## config.mk

```make
export PLATFORM = sky130hd
export DESIGN_NAME = bilinear_gradient_generator
export DESIGN_NICKNAME = d
export VERILOG_FILES = /design/src/sv/bgg_pkg.sv /design/src/sv/bgg_front.sv /design/src/sv/bgg_fifo.sv /design/src/sv/bgg_div.sv /design/src/sv/bgg_back.sv /design/src/sv/bilinear_gradient_generator.sv
export SDC_FILE = /design/constraint.sdc
export NUM_CORES = 2
export LEC_CHECK = 0
export ABC_CLOCK_PERIOD_IN_PS = 18600
export BUFFER_PORTS_ARGS = -buffer_cell sky130_fd_sc_hd__buf_2
export CAP_MARGIN = 25
export CORE_MARGIN = 1
export CORE_UTILIZATION = 48
export DETAILED_ROUTE_END_ITERATION = 7
export PLACE_DENSITY = 0.69
export REMOVE_ABC_BUFFERS = 1
export SLEW_MARGIN = 20
export SYNTH_ARGS = -nofsm -noshare
export SYNTH_HDL_FRONTEND = slang
export SYNTH_SLANG_ARGS = --single-unit
```

## constraint.sdc

```tcl
create_clock -name i_clk -period 18.6 [get_ports i_clk]
set_clock_uncertainty 0.2 [all_clocks]
set_input_delay 1.86 -clock i_clk [delete_from_list [all_inputs] [get_ports i_clk]]
set_output_delay 1.86 -clock i_clk [all_outputs]
set_load 0.05 [all_outputs]
```

## src/sv/bgg_pkg.sv

```systemverilog
`timescale 1ns / 1ps
`default_nettype none
// ----------------------------------------------------------------------------
// bgg_pkg
// Shared types, widths and helpers of the bilinear gradient generator.
// ----------------------------------------------------------------------------
package bgg_pkg;

    // fixed field widths
    localparam int IMG_W        = 13;
    localparam int BORD_W       = 12;
    localparam int COLOR_W      = 32;
    localparam int DIV_W        = 13;
    localparam int CFG_IDX_W    = 3;
    localparam int MAX_SIDE_DEF = 4096;

    // register indexes
    localparam logic [CFG_IDX_W-1:0] REG_CORNER_TL = 3'd0;
    localparam logic [CFG_IDX_W-1:0] REG_CORNER_TR = 3'd1;
    localparam logic [CFG_IDX_W-1:0] REG_CORNER_BL = 3'd2;
    localparam logic [CFG_IDX_W-1:0] REG_CORNER_BR = 3'd3;
    localparam logic [CFG_IDX_W-1:0] REG_WIDTH     = 3'd4;
    localparam logic [CFG_IDX_W-1:0] REG_HEIGHT    = 3'd5;
    localparam logic [CFG_IDX_W-1:0] REG_BORDER    = 3'd6;
    localparam logic [CFG_IDX_W-1:0] REG_BORDER_C  = 3'd7;

    // image geometry as seen by the front end
    typedef struct packed {
        logic [IMG_W-1:0]  width;
        logic [IMG_W-1:0]  height;
        logic [BORD_W-1:0] border;
    } t_geom;

    // colours as seen by the back end
    typedef struct packed {
        logic [COLOR_W-1:0] tl;
        logic [COLOR_W-1:0] tr;
        logic [COLOR_W-1:0] bl;
        logic [COLOR_W-1:0] br;
        logic [COLOR_W-1:0] border;
    } t_colors;

    // one classified pixel, front to back
    typedef struct packed {
        logic             setup_edges;
        logic             setup_row;
        logic             inner;
        logic             advance;
        logic             end_of_row;
        logic             end_of_frame;
        logic             edge_nz;
        logic             row_nz;
        logic [DIV_W-1:0] edge_div;
        logic [DIV_W-1:0] row_div;
    } t_cmd;

    // divider request
    typedef struct packed {
        logic               start;
        logic [COLOR_W-1:0] dividend;
        logic [DIV_W-1:0]   divisor;
    } t_div_req;

    // one colour component as an 8.16 value with a half bit
    function automatic logic [COLOR_W-1:0] unpack_comp(input logic [COLOR_W-1:0] rgba,
                                                       input logic [1:0] k);
        logic [7:0] c;
        case (k)
            2'd0: c = rgba[31:24];
            2'd1: c = rgba[23:16];
            2'd2: c = rgba[15:8];
            default: c = rgba[7:0];
        endcase
        return {8'h00, c, 16'h8000};
    endfunction

endpackage
`default_nettype wire

```

## src/sv/bgg_front.sv

```systemverilog
`timescale 1ns / 1ps
`default_nettype none
// ----------------------------------------------------------------------------
// bgg_front
// Tracks the raster position and classifies each requested pixel.
// ----------------------------------------------------------------------------
module bgg_front #(
    parameter int MAX_SIDE = bgg_pkg::MAX_SIDE_DEF
) (
    input  wire logic          i_clk,
    input  wire logic          i_rst_n,
    input  wire bgg_pkg::t_geom i_geom,
    input  wire logic          i_valid,
    input  wire logic          i_restart,
    input  wire logic          i_full,
    output logic               o_stall,
    output logic               o_push,
    output bgg_pkg::t_cmd      o_cmd
);
    import bgg_pkg::*;

    localparam int CNT_W = (MAX_SIDE > 2) ? $clog2(MAX_SIDE) : 1;
    localparam int CMP_W = (CNT_W + 1 > IMG_W + 1) ? CNT_W + 1 : IMG_W + 1;
    localparam logic [CMP_W-1:0] MAX_C = CMP_W'(MAX_SIDE);

    logic [CNT_W-1:0] r_col, r_row, n_col, n_row;
    logic [CMP_W-1:0] ext_w, ext_h, w, h, bsz, b2, iw, ih;
    logic [CMP_W-1:0] x0, y0, x1, y1, x, y;
    logic             all_b, inner;

    assign o_stall = i_full;
    assign o_push  = i_valid && !i_full;

    // position and classification
    always_comb begin
        ext_w = CMP_W'(i_geom.width);
        ext_h = CMP_W'(i_geom.height);
        w     = (ext_w == '0) ? CMP_W'(1) : ((ext_w > MAX_C) ? MAX_C : ext_w);
        h     = (ext_h == '0) ? CMP_W'(1) : ((ext_h > MAX_C) ? MAX_C : ext_h);
        bsz   = CMP_W'(i_geom.border);
        b2    = bsz << 1;
        all_b = (b2 >= w) || (b2 >= h);
        iw    = w - b2;
        ih    = h - b2;

        x0 = i_restart ? '0 : CMP_W'(r_col);
        y0 = i_restart ? '0 : CMP_W'(r_row);
        if (x0 >= w) begin
            x1 = '0;
            y1 = y0 + CMP_W'(1);
        end else begin
            x1 = x0;
            y1 = y0;
        end
        if (y1 >= h) begin
            x = '0;
            y = '0;
        end else begin
            x = x1;
            y = y1;
        end

        inner = !all_b && (x >= bsz) && (y >= bsz) && (x < w - bsz) && (y < h - bsz);

        o_cmd.setup_edges  = (x == '0) && (y == '0);
        o_cmd.setup_row    = inner && (x == bsz);
        o_cmd.inner        = inner;
        o_cmd.advance      = inner && (x == w - bsz - CMP_W'(1));
        o_cmd.end_of_row   = (x == w - CMP_W'(1));
        o_cmd.end_of_frame = (x == w - CMP_W'(1)) && (y == h - CMP_W'(1));
        o_cmd.edge_nz      = !all_b && (ih > CMP_W'(1));
        o_cmd.row_nz       = !all_b && (iw > CMP_W'(1));
        o_cmd.edge_div     = DIV_W'(ih - CMP_W'(1));
        o_cmd.row_div      = DIV_W'(iw - CMP_W'(1));

        // next position
        if (x + CMP_W'(1) >= w) begin
            n_col = '0;
            n_row = (y + CMP_W'(1) >= h) ? '0 : CNT_W'(y + CMP_W'(1));
        end else begin
            n_col = CNT_W'(x + CMP_W'(1));
            n_row = CNT_W'(y);
        end
    end

    // position counters
    always_ff @(posedge i_clk) begin
        if (!i_rst_n) begin
            r_col <= '0;
            r_row <= '0;
        end else if (o_push) begin
            r_col <= n_col;
            r_row <= n_row;
        end
    end

endmodule
`default_nettype wire

```

## src/sv/bgg_fifo.sv

```systemverilog
`timescale 1ns / 1ps
`default_nettype none
// ----------------------------------------------------------------------------
// bgg_fifo
// Two-entry queue of classified pixels between front and back end.
// ----------------------------------------------------------------------------
module bgg_fifo (
    input  wire logic          i_clk,
    input  wire logic          i_rst_n,
    input  wire logic          i_push,
    input  wire bgg_pkg::t_cmd i_cmd,
    input  wire logic          i_pop,
    output bgg_pkg::t_cmd      o_head,
    output logic               o_empty,
    output logic               o_full
);
    import bgg_pkg::*;

    t_cmd       r_mem [2];
    logic       r_wr, r_rd;
    logic [1:0] r_cnt;
    logic       do_push, do_pop;

    assign o_empty = (r_cnt == 2'd0);
    assign o_full  = (r_cnt == 2'd2);
    assign o_head  = r_mem[r_rd];
    assign do_push = i_push && !o_full;
    assign do_pop  = i_pop && !o_empty;

    // storage
    always_ff @(posedge i_clk) begin
        if (do_push) begin
            r_mem[r_wr] <= i_cmd;
        end
    end

    // pointers and fill count
    always_ff @(posedge i_clk) begin
        if (!i_rst_n) begin
            r_wr  <= 1'b0;
            r_rd  <= 1'b0;
            r_cnt <= 2'd0;
        end else begin
            if (do_push) begin
                r_wr <= !r_wr;
            end
            if (do_pop) begin
                r_rd <= !r_rd;
            end
            r_cnt <= r_cnt + {1'b0, do_push} - {1'b0, do_pop};
        end
    end

endmodule
`default_nettype wire

```

## src/sv/bgg_div.sv

```systemverilog
`timescale 1ns / 1ps
`default_nettype none
// ----------------------------------------------------------------------------
// bgg_div
// Signed 32-bit by unsigned divisor, truncating, one quotient bit per cycle.
// ----------------------------------------------------------------------------
module bgg_div (
    input  wire logic              i_clk,
    input  wire logic              i_rst_n,
    input  wire bgg_pkg::t_div_req i_req,
    output logic                   o_done,
    output logic [31:0]            o_quot
);
    import bgg_pkg::*;

    logic [31:0]      r_q;
    logic [DIV_W-1:0] r_rem, r_div;
    logic             r_neg, r_busy, r_done;
    logic [4:0]       r_cnt;
    logic [DIV_W:0]   trial, diff;
    logic             ge;
    logic [31:0]      mag;

    // restoring step
    always_comb begin
        trial = {r_rem, r_q[31]};
        diff  = trial - {1'b0, r_div};
        ge    = (trial >= {1'b0, r_div});
        mag   = i_req.dividend[31] ? (32'd0 - i_req.dividend) : i_req.dividend;
    end

    assign o_done = r_done;
    assign o_quot = r_neg ? (32'd0 - r_q) : r_q;

    // datapath
    always_ff @(posedge i_clk) begin
        if (i_req.start) begin
            r_q   <= mag;
            r_rem <= '0;
            r_div <= i_req.divisor;
            r_neg <= i_req.dividend[31];
            r_cnt <= '1;
        end else if (r_busy) begin
            r_q   <= {r_q[30:0], ge};
            r_rem <= ge ? diff[DIV_W-1:0] : trial[DIV_W-1:0];
            r_cnt <= r_cnt - 5'd1;
        end
    end

    // control
    always_ff @(posedge i_clk) begin
        if (!i_rst_n) begin
            r_busy <= 1'b0;
            r_done <= 1'b0;
        end else begin
            r_done <= r_busy && (r_cnt == 5'd0);
            if (i_req.start) begin
                r_busy <= 1'b1;
            end else if (r_busy && (r_cnt == 5'd0)) begin
                r_busy <= 1'b0;
            end
        end
    end

endmodule
`default_nettype wire

```

## src/sv/bgg_back.sv

```systemverilog
`timescale 1ns / 1ps
`default_nettype none
// ----------------------------------------------------------------------------
// bgg_back
// Edge and row set-up through the shared divider, pixel blend and output word.
// ----------------------------------------------------------------------------
module bgg_back (
    input  wire logic            i_clk,
    input  wire logic            i_rst_n,
    input  wire bgg_pkg::t_colors i_colors,
    input  wire bgg_pkg::t_cmd   i_head,
    input  wire logic            i_empty,
    output logic                 o_pop,
    output logic                 o_out_valid,
    input  wire logic            i_out_stall,
    output logic [31:0]          o_pixel,
    output logic                 o_end_of_row,
    output logic                 o_end_of_frame
);
    import bgg_pkg::*;

    localparam logic [2:0] S_IDLE       = 3'd0;
    localparam logic [2:0] S_EDGE_ISSUE = 3'd1;
    localparam logic [2:0] S_EDGE_WAIT  = 3'd2;
    localparam logic [2:0] S_ROW_ISSUE  = 3'd3;
    localparam logic [2:0] S_ROW_WAIT   = 3'd4;
    localparam logic [2:0] S_ROW_LOAD   = 3'd5;
    localparam logic [2:0] S_EMIT       = 3'd6;

    logic [2:0]  r_state, n_state;
    logic [2:0]  r_idx, n_idx;
    t_cmd        r_cmd, e_cmd;
    logic [31:0] r_left [4];
    logic [31:0] r_right [4];
    logic [31:0] r_lstep [4];
    logic [31:0] r_rstep [4];
    logic [31:0] r_quot [4];
    logic [31:0] r_rb, r_ga, r_rb_step, r_ga_step;
    logic        r_sub_rb, r_sub_ga;
    logic        r_out_valid;
    logic [31:0] r_pixel;
    logic        r_eor, r_eof;

    logic        head_plain, out_free, emit_now;
    logic [1:0]  k;
    logic [31:0] edge_top, edge_bot, row_diff;
    logic [31:0] dr, dg, db, da;
    t_div_req    div_req;
    logic        div_done;
    logic [31:0] div_quot;

    bgg_div u_div (
        .i_clk   (i_clk),
        .i_rst_n (i_rst_n),
        .i_req   (div_req),
        .o_done  (div_done),
        .o_quot  (div_quot)
    );

    assign o_out_valid    = r_out_valid;
    assign o_pixel        = r_pixel;
    assign o_end_of_row   = r_eor;
    assign o_end_of_frame = r_eof;

    // handshake and emit decision
    always_comb begin
        head_plain = !i_empty && !i_head.setup_edges && !i_head.setup_row;
        out_free   = !r_out_valid || !i_out_stall;
        emit_now   = out_free && (((r_state == S_IDLE) && head_plain) || (r_state == S_EMIT));
        o_pop      = (r_state == S_IDLE) && !i_empty && (!head_plain || out_free);
        e_cmd      = (r_state == S_EMIT) ? r_cmd : i_head;
    end

    // divider operands
    always_comb begin
        k        = r_idx[1:0];
        edge_top = unpack_comp(r_idx[2] ? i_colors.tr : i_colors.tl, k);
        edge_bot = unpack_comp(r_idx[2] ? i_colors.br : i_colors.bl, k);
        row_diff = r_right[k] - r_left[k];
        div_req.start    = (r_state == S_EDGE_ISSUE) ||
                           ((r_state == S_ROW_ISSUE) && r_cmd.row_nz);
        div_req.dividend = (r_state == S_EDGE_ISSUE) ? (edge_bot - edge_top) : row_diff;
        div_req.divisor  = (r_state == S_EDGE_ISSUE) ? r_cmd.edge_div : r_cmd.row_div;
    end

    // row steps with the sign folded out of the low member
    always_comb begin
        dr = r_quot[2][31] ? (32'd0 - r_quot[0]) : r_quot[0];
        db = r_quot[2][31] ? (32'd0 - r_quot[2]) : r_quot[2];
        dg = r_quot[3][31] ? (32'd0 - r_quot[1]) : r_quot[1];
        da = r_quot[3][31] ? (32'd0 - r_quot[3]) : r_quot[3];
    end

    // sequencer
    always_comb begin
        n_state = r_state;
        n_idx   = r_idx;
        case (r_state)
            S_IDLE: begin
                n_idx = 3'd0;
                if (!i_empty && !head_plain) begin
                    if (i_head.setup_edges) begin
                        if (i_head.edge_nz) begin
                            n_state = S_EDGE_ISSUE;
                        end else begin
                            n_state = i_head.setup_row ? S_ROW_ISSUE : S_EMIT;
                        end
                    end else begin
                        n_state = S_ROW_ISSUE;
                    end
                end
            end
            S_EDGE_ISSUE: begin
                n_state = S_EDGE_WAIT;
            end
            S_EDGE_WAIT: begin
                if (div_done) begin
                    if (r_idx == 3'd7) begin
                        n_idx   = 3'd0;
                        n_state = r_cmd.setup_row ? S_ROW_ISSUE : S_EMIT;
                    end else begin
                        n_idx   = r_idx + 3'd1;
                        n_state = S_EDGE_ISSUE;
                    end
                end
            end
            S_ROW_ISSUE: begin
                n_state = r_cmd.row_nz ? S_ROW_WAIT : S_ROW_LOAD;
            end
            S_ROW_WAIT: begin
                if (div_done) begin
                    n_idx   = r_idx + 3'd1;
                    n_state = (k == 2'd3) ? S_ROW_LOAD : S_ROW_ISSUE;
                end
            end
            S_ROW_LOAD: begin
                n_state = S_EMIT;
            end
            S_EMIT: begin
                if (out_free) begin
                    n_state = S_IDLE;
                end
            end
            default: begin
                n_state = S_IDLE;
            end
        endcase
    end

    // control registers
    always_ff @(posedge i_clk) begin
        if (!i_rst_n) begin
            r_state     <= S_IDLE;
            r_idx       <= 3'd0;
            r_out_valid <= 1'b0;
            r_sub_rb    <= 1'b0;
            r_sub_ga    <= 1'b0;
        end else begin
            r_state <= n_state;
            r_idx   <= n_idx;
            if (emit_now) begin
                r_out_valid <= 1'b1;
            end else if (!i_out_stall) begin
                r_out_valid <= 1'b0;
            end
            if (r_state == S_ROW_LOAD) begin
                r_sub_rb <= r_quot[2][31];
                r_sub_ga <= r_quot[3][31];
            end
        end
    end

    // accumulators, steps and output word
    always_ff @(posedge i_clk) begin
        if (o_pop) begin
            r_cmd <= i_head;
        end

        // edge load at the top-left pixel
        if ((r_state == S_IDLE) && !i_empty && i_head.setup_edges) begin
            for (int i = 0; i < 4; i++) begin
                r_left[i]  <= unpack_comp(i_colors.tl, 2'(i));
                r_right[i] <= unpack_comp(i_colors.tr, 2'(i));
                if (!i_head.edge_nz) begin
                    r_lstep[i] <= 32'd0;
                    r_rstep[i] <= 32'd0;
                end
            end
        end

        // edge steps
        if ((r_state == S_EDGE_WAIT) && div_done) begin
            if (r_idx[2]) begin
                r_rstep[k] <= div_quot;
            end else begin
                r_lstep[k] <= div_quot;
            end
        end

        // row quotients
        if ((r_state == S_ROW_ISSUE) && !r_cmd.row_nz) begin
            for (int i = 0; i < 4; i++) begin
                r_quot[i] <= 32'd0;
            end
        end
        if ((r_state == S_ROW_WAIT) && div_done) begin
            r_quot[k] <= div_quot;
        end

        // row accumulators as packed 8.8 pairs
        if (r_state == S_ROW_LOAD) begin
            r_rb      <= {r_left[0][23:8], r_left[2][23:8]};
            r_ga      <= {r_left[1][23:8], r_left[3][23:8]};
            r_rb_step <= {dr[23:8], db[23:8]};
            r_ga_step <= {dg[23:8], da[23:8]};
        end

        // pixel out and stepping
        if (emit_now) begin
            r_eor <= e_cmd.end_of_row;
            r_eof <= e_cmd.end_of_frame;
            if (e_cmd.inner) begin
                r_pixel <= (r_rb & 32'hff00ff00) | ((r_ga & 32'hff00ff00) >> 8);
                r_rb    <= r_sub_rb ? (r_rb - r_rb_step) : (r_rb + r_rb_step);
                r_ga    <= r_sub_ga ? (r_ga - r_ga_step) : (r_ga + r_ga_step);
                if (e_cmd.advance) begin
                    for (int i = 0; i < 4; i++) begin
                        r_left[i]  <= r_left[i] + r_lstep[i];
                        r_right[i] <= r_right[i] + r_rstep[i];
                    end
                end
            end else begin
                r_pixel <= i_colors.border;
            end
        end
    end

endmodule
`default_nettype wire

```

## src/sv/bilinear_gradient_generator.sv

```systemverilog
`timescale 1ns / 1ps
`default_nettype none
// ----------------------------------------------------------------------------
// bilinear_gradient_generator
// Raster pixel source: bilinear blend of four corners inside a solid border.
//
// channel  dir  handshake                   payload
// in       in   i_in_valid / o_in_stall     i_restart
// out      out  o_out_valid / i_out_stall   o_pixel, o_end_of_row, o_end_of_frame
// cfg      in   i_cfg_valid / o_cfg_ready   i_cfg_index, i_cfg_data
//
// One pixel per cycle in steady state while the output is not stalled, set by the back end's emit step.
// The top-left pixel adds up to 8 divisions and the first inner pixel of each
// inner row adds up to 4, all on the one bit-serial divider.
// A two-entry queue lets the front end keep taking words while the back end
// divides or the output is stalled. Reset is synchronous; no clearing pass.
// ----------------------------------------------------------------------------
module bilinear_gradient_generator #(
    parameter int MAX_SIDE = bgg_pkg::MAX_SIDE_DEF
) (
    input  wire logic                        i_clk,
    input  wire logic                        i_rst_n,
    input  wire logic                        i_in_valid,
    output logic                             o_in_stall,
    input  wire logic                        i_restart,
    output logic                             o_out_valid,
    input  wire logic                        i_out_stall,
    output logic [31:0]                      o_pixel,
    output logic                             o_end_of_row,
    output logic                             o_end_of_frame,
    input  wire logic                        i_cfg_valid,
    output logic                             o_cfg_ready,
    input  wire logic [bgg_pkg::CFG_IDX_W-1:0] i_cfg_index,
    input  wire logic [31:0]                 i_cfg_data
);
    import bgg_pkg::*;

    logic [COLOR_W-1:0] r_tl, r_tr, r_bl, r_br, r_border_c;
    logic [IMG_W-1:0]   r_width, r_height;
    logic [BORD_W-1:0]  r_border;
    t_geom              geom;
    t_colors            colors;
    t_cmd               cmd, head;
    logic               push, pop, empty, full;

    assign o_cfg_ready = 1'b1;

    // configuration registers
    always_ff @(posedge i_clk) begin
        if (!i_rst_n) begin
            r_tl       <= '0;
            r_tr       <= '0;
            r_bl       <= '0;
            r_br       <= '0;
            r_width    <= IMG_W'(1);
            r_height   <= IMG_W'(1);
            r_border   <= '0;
            r_border_c <= '0;
        end else if (i_cfg_valid && o_cfg_ready) begin
            case (i_cfg_index)
                REG_CORNER_TL: r_tl       <= i_cfg_data;
                REG_CORNER_TR: r_tr       <= i_cfg_data;
                REG_CORNER_BL: r_bl       <= i_cfg_data;
                REG_CORNER_BR: r_br       <= i_cfg_data;
                REG_WIDTH:     r_width    <= i_cfg_data[IMG_W-1:0];
                REG_HEIGHT:    r_height   <= i_cfg_data[IMG_W-1:0];
                REG_BORDER:    r_border   <= i_cfg_data[BORD_W-1:0];
                REG_BORDER_C:  r_border_c <= i_cfg_data;
                default: begin
                end
            endcase
        end
    end

    always_comb begin
        geom.width    = r_width;
        geom.height   = r_height;
        geom.border   = r_border;
        colors.tl     = r_tl;
        colors.tr     = r_tr;
        colors.bl     = r_bl;
        colors.br     = r_br;
        colors.border = r_border_c;
    end

    // position tracking and classification
    bgg_front #(
        .MAX_SIDE (MAX_SIDE)
    ) u_front (
        .i_clk     (i_clk),
        .i_rst_n   (i_rst_n),
        .i_geom    (geom),
        .i_valid   (i_in_valid),
        .i_restart (i_restart),
        .i_full    (full),
        .o_stall   (o_in_stall),
        .o_push    (push),
        .o_cmd     (cmd)
    );

    // decoupling queue
    bgg_fifo u_fifo (
        .i_clk   (i_clk),
        .i_rst_n (i_rst_n),
        .i_push  (push),
        .i_cmd   (cmd),
        .i_pop   (pop),
        .o_head  (head),
        .o_empty (empty),
        .o_full  (full)
    );

    // colour set-up and pixel output
    bgg_back u_back (
        .i_clk          (i_clk),
        .i_rst_n        (i_rst_n),
        .i_colors       (colors),
        .i_head         (head),
        .i_empty        (empty),
        .o_pop          (pop),
        .o_out_valid    (o_out_valid),
        .i_out_stall    (i_out_stall),
        .o_pixel        (o_pixel),
        .o_end_of_row   (o_end_of_row),
        .o_end_of_frame (o_end_of_frame)
    );

endmodule
`default_nettype wire

```

==> impl_results.md <==
* Outcome: complete, no violations
* DRC viols at 0
* Final WL at 228000 um
* Final Wtd Congestion at 0.960
* Final setup violation count at 0
* Nets at slightly above 8000
* Cell repeated most along the worst path: o21ai_0
* Post-synthesis sequential area ratio at a little over two fifths
* CTS sink cnt at 1176
* Clock Pin Slew Worst Setup and Hold Paths at 60 ps
* Flop2flop setup slack at 8630 ps
* CTS Buffer Depth at 3
* Register bit total from synthesis at 1176
* R2R cell count at 34
* Cell area after placement at 75800 um^2
* Prevailing post-synth register cell: edfxtp_1
* Core Box Area at 150000 um^2
* Post-synthesis mux area share at under 10%
* Cts repair resizes at 0
* 1st-iter DRT viols at 6406
* Leakage at about 31 nW
* CTS tree: yes
* GR Overflow Total at 0
* Initial antenna violation count at 9
* Most common cell in the netlist: nand2_1
* Largest net degree at the start of global routing at roughly 130
* CP arrival at 10930 ps
* Xor/xnor share of the synthesized area at between 6 and 7%
* Setup crit start kind: input port
* Syn Area/Cell at 9.60 um^2
* Number of flops mapped to enable cells by yosys at approximately 850
* Die width at about 390 um
* Yosys top cell by area: edfxtp_1
* Slew margin rel. at 25.7%
* Simple-gate share of the synthesized area at 17.0%
* Critical Path Sink Type: flip-flop
* FFs w/ async S/R, synth at 0%
* Final Instance Area at 80400 um^2
* Worst vdd ir at 0.000121 V
* Final critical-path share of the clock period at 55.9%
* Number of global-route vias before repair at around 56000
* Total GRT Usage at 29.4%
* Share of the synthesized area in the top cell type at between 30% and 40%
* Initial DRT Pass Iterations at 8
* Min-delay worst type: reg -> reg
* Vias per inst at 6.04
* Adder-cell share of the synthesized area at under 10%
* P&R area growth vs syn at 10.1%
* Compound-gate portion of the synthesized area at between 10% and 20%
* Yosys cell types at 106
* Fmax at 96.2 MHz
* FP Rows at 142
* Routed length per instance at between 20 and 25 um
* Port Buffers at 76
* Worst path required time at about 19000 ps
* Synth Cell Area at 73100 um^2
* Setup tns final at 0 ps
* Share of layout cells above drive strength 1 at 7.80%
* Max-cap violations at 0
* DP HPWL at approximately 170000 um
* CTS H-tree lvls at 4
* Gate Count Post-Synth at 7607
* Die height at around 400 um
* Starting density of the core at 48.5%
* Critical path's top delay family: simple AND/OR/NAND/NOR gates
* Clk Latency, worst-skew pair at 810 ps
* CP Class: in -> reg
* Buf+Inv Stages, Crit Path at 4
* Yosys warnings at 0
* # fillers at 13304
* Multi-input logic area at between 30000 and 40000 um^2
* Clock Tree Root: clkbuf_16
* Worst Path Max Fanout at 34
* Vias at 58881
* Top cells by area, synth: edfxtp_1, ha_1, dfxtp_1
* Levels on crit path at 36
* Final min period at 10390 ps
* Top-Level Pins at just under 80
* Worst-Margin Slew at 1100 ps
* Max stage delay on crit path at ~650 ps
* Min Hold Slack at 264 ps
* Reg area at 32100 um^2
* Power per cell area at 166 nW/um^2
* Cts bufs inserted at 137
* Final hold violation count at 0
* Fin. max-slew vios at 0
* Commonest cells post-synth: nand2_1, edfxtp_1, nor2_1
* Die Area at 154000 um^2
* Setup bufs post-CTS at 0
* Worst Hold Depth at 2
* Final ANT Viol Nets at 0
* RSZ-0062 raised after global routing: false
* CP max-delay cell: nor3_2
* First-pass GRT wire length at around 340000 um
* Main combinational cell family by area after synthesis: simple AND/OR/NAND/NOR gates
* Hold-fix buffers at CTS at 0
per-stage QoR:
stage | utilization [%] | setup slack [ps] | power, W | cells
after floorplan | - | -22700 | 0.00862 | 7296
after global placement | 50.3 | 7410 | 0.0104 | 9481
after detailed placement | 50.4 | 7470 | 0.0105 | 9490
after CTS | 53.4 | 8280 | 0.0133 | 9740
after global routing | 53.4 | 7350 | 0.0141 | 9745
final | 53.4 | 8210 | 0.0134 | 9749
state kept, by name, summed over array words and instances (netlist names), 32 cells and up, named ones only:
name              flops
r_border_c           32
u_back.r_rstep      128
u_back.r_rb          32
u_back.o_pixel       32
u_back.r_ga          32
r_bl                 32
u_back.r_lstep      128
u_back.r_ga_step     32
r_tr                 32
r_br                 32
u_back.r_quot        98
u_back.r_cmd         32
u_fifo.r_mem         68
u_back.r_right      128
u_back.r_left       128
r_tl                 32
u_back.u_div.r_q     32
u_back.r_rb_step     32
placed cells by master (no fill, tap or decap), types with 38 or more instances in the layout:
cell type / n
edfxtp_1: 854
a21boi_0: 227
dfxtp_1: 320
a31oi_1: 106
nand2_1: 1080
xnor2_1: 386
a21o_1: 175
o21a_1: 73
nand2b_1: 113
mux4_2: 79
clkbuf_16: 141
or3_1: 64
nand3_1: 104
a211oi_1: 51
o21bai_1: 40
nor3_1: 130
inv_1: 322
mux2_2: 38
ha_1: 530
and2_1: 53
a21oi_1: 388
nor2_1: 834
nor4_1: 47
and3_1: 51
xor2_1: 189
o21ai_0: 355
nor2b_1: 101
nand4_1: 42
buf_2: 75
buf_4: 95
o31ai_1: 51
worst paths after layout:
path / start / to
max: i_restart / u_front.r_row[9]
max reg2reg: r_width[12] / u_front.r_row[9]
min: r_border_c[22] / r_border_c[22]
min reg2reg: r_border_c[22] / r_border_c[22]
final cells by class:
type	count	area share [%]
Multi-Input combinational cell	5792	48.2
Sequential cell	1176	39.9
Clock buffer	178	4.65
Tap cell	2016	3.14
Timing Repair Buffer	183	1.63
Inverter	328	1.53
Clock inverter	72	0.963
Antenna cell	4	0.0124
report_power, final:
part	internal [W]	switching [W]	total, W	leakage [nW]
Sequential	0.00355	0.000463	0.00402	10.8
Combinational	0.00245	0.00416	0.00661	18.4
Clock	0.00158	0.00116	0.00274	2.20
tightest hold or removal path, delay by kind of cell (launching register included):
family	cells	cell delay, ps
flops	1	310
simple gates	1	50
compound gates	1	60
layer usage:
layer / GRT usage (%) / vias up / share of wire, % / routed length [um]
li1: - / 27334 / - / -
met1: 39.8 / 28685 / 42 / 96000
met2: 46.4 / 2403 / 45 / 103000
met3: 4.76 / 453 / 8.2 / 18800
met4: 13.0 / 6 / 4.5 / 10200
met5: 0 / - / 0.014 / 33
logic make-up after synthesis:
| kind of cell | Yosys count |
|---|---|
| buffers and inverters | 639 |
| and+or+nand+nor | 2764 |
| xor gates and xnor gates | 583 |
| adders and majority gates | 551 |
| other | 1 |
| DFF | 1176 |
| AOI/OAI and AO/OA | 1737 |
| muxes | 156 |
Power figures use the tool's default switching activity.
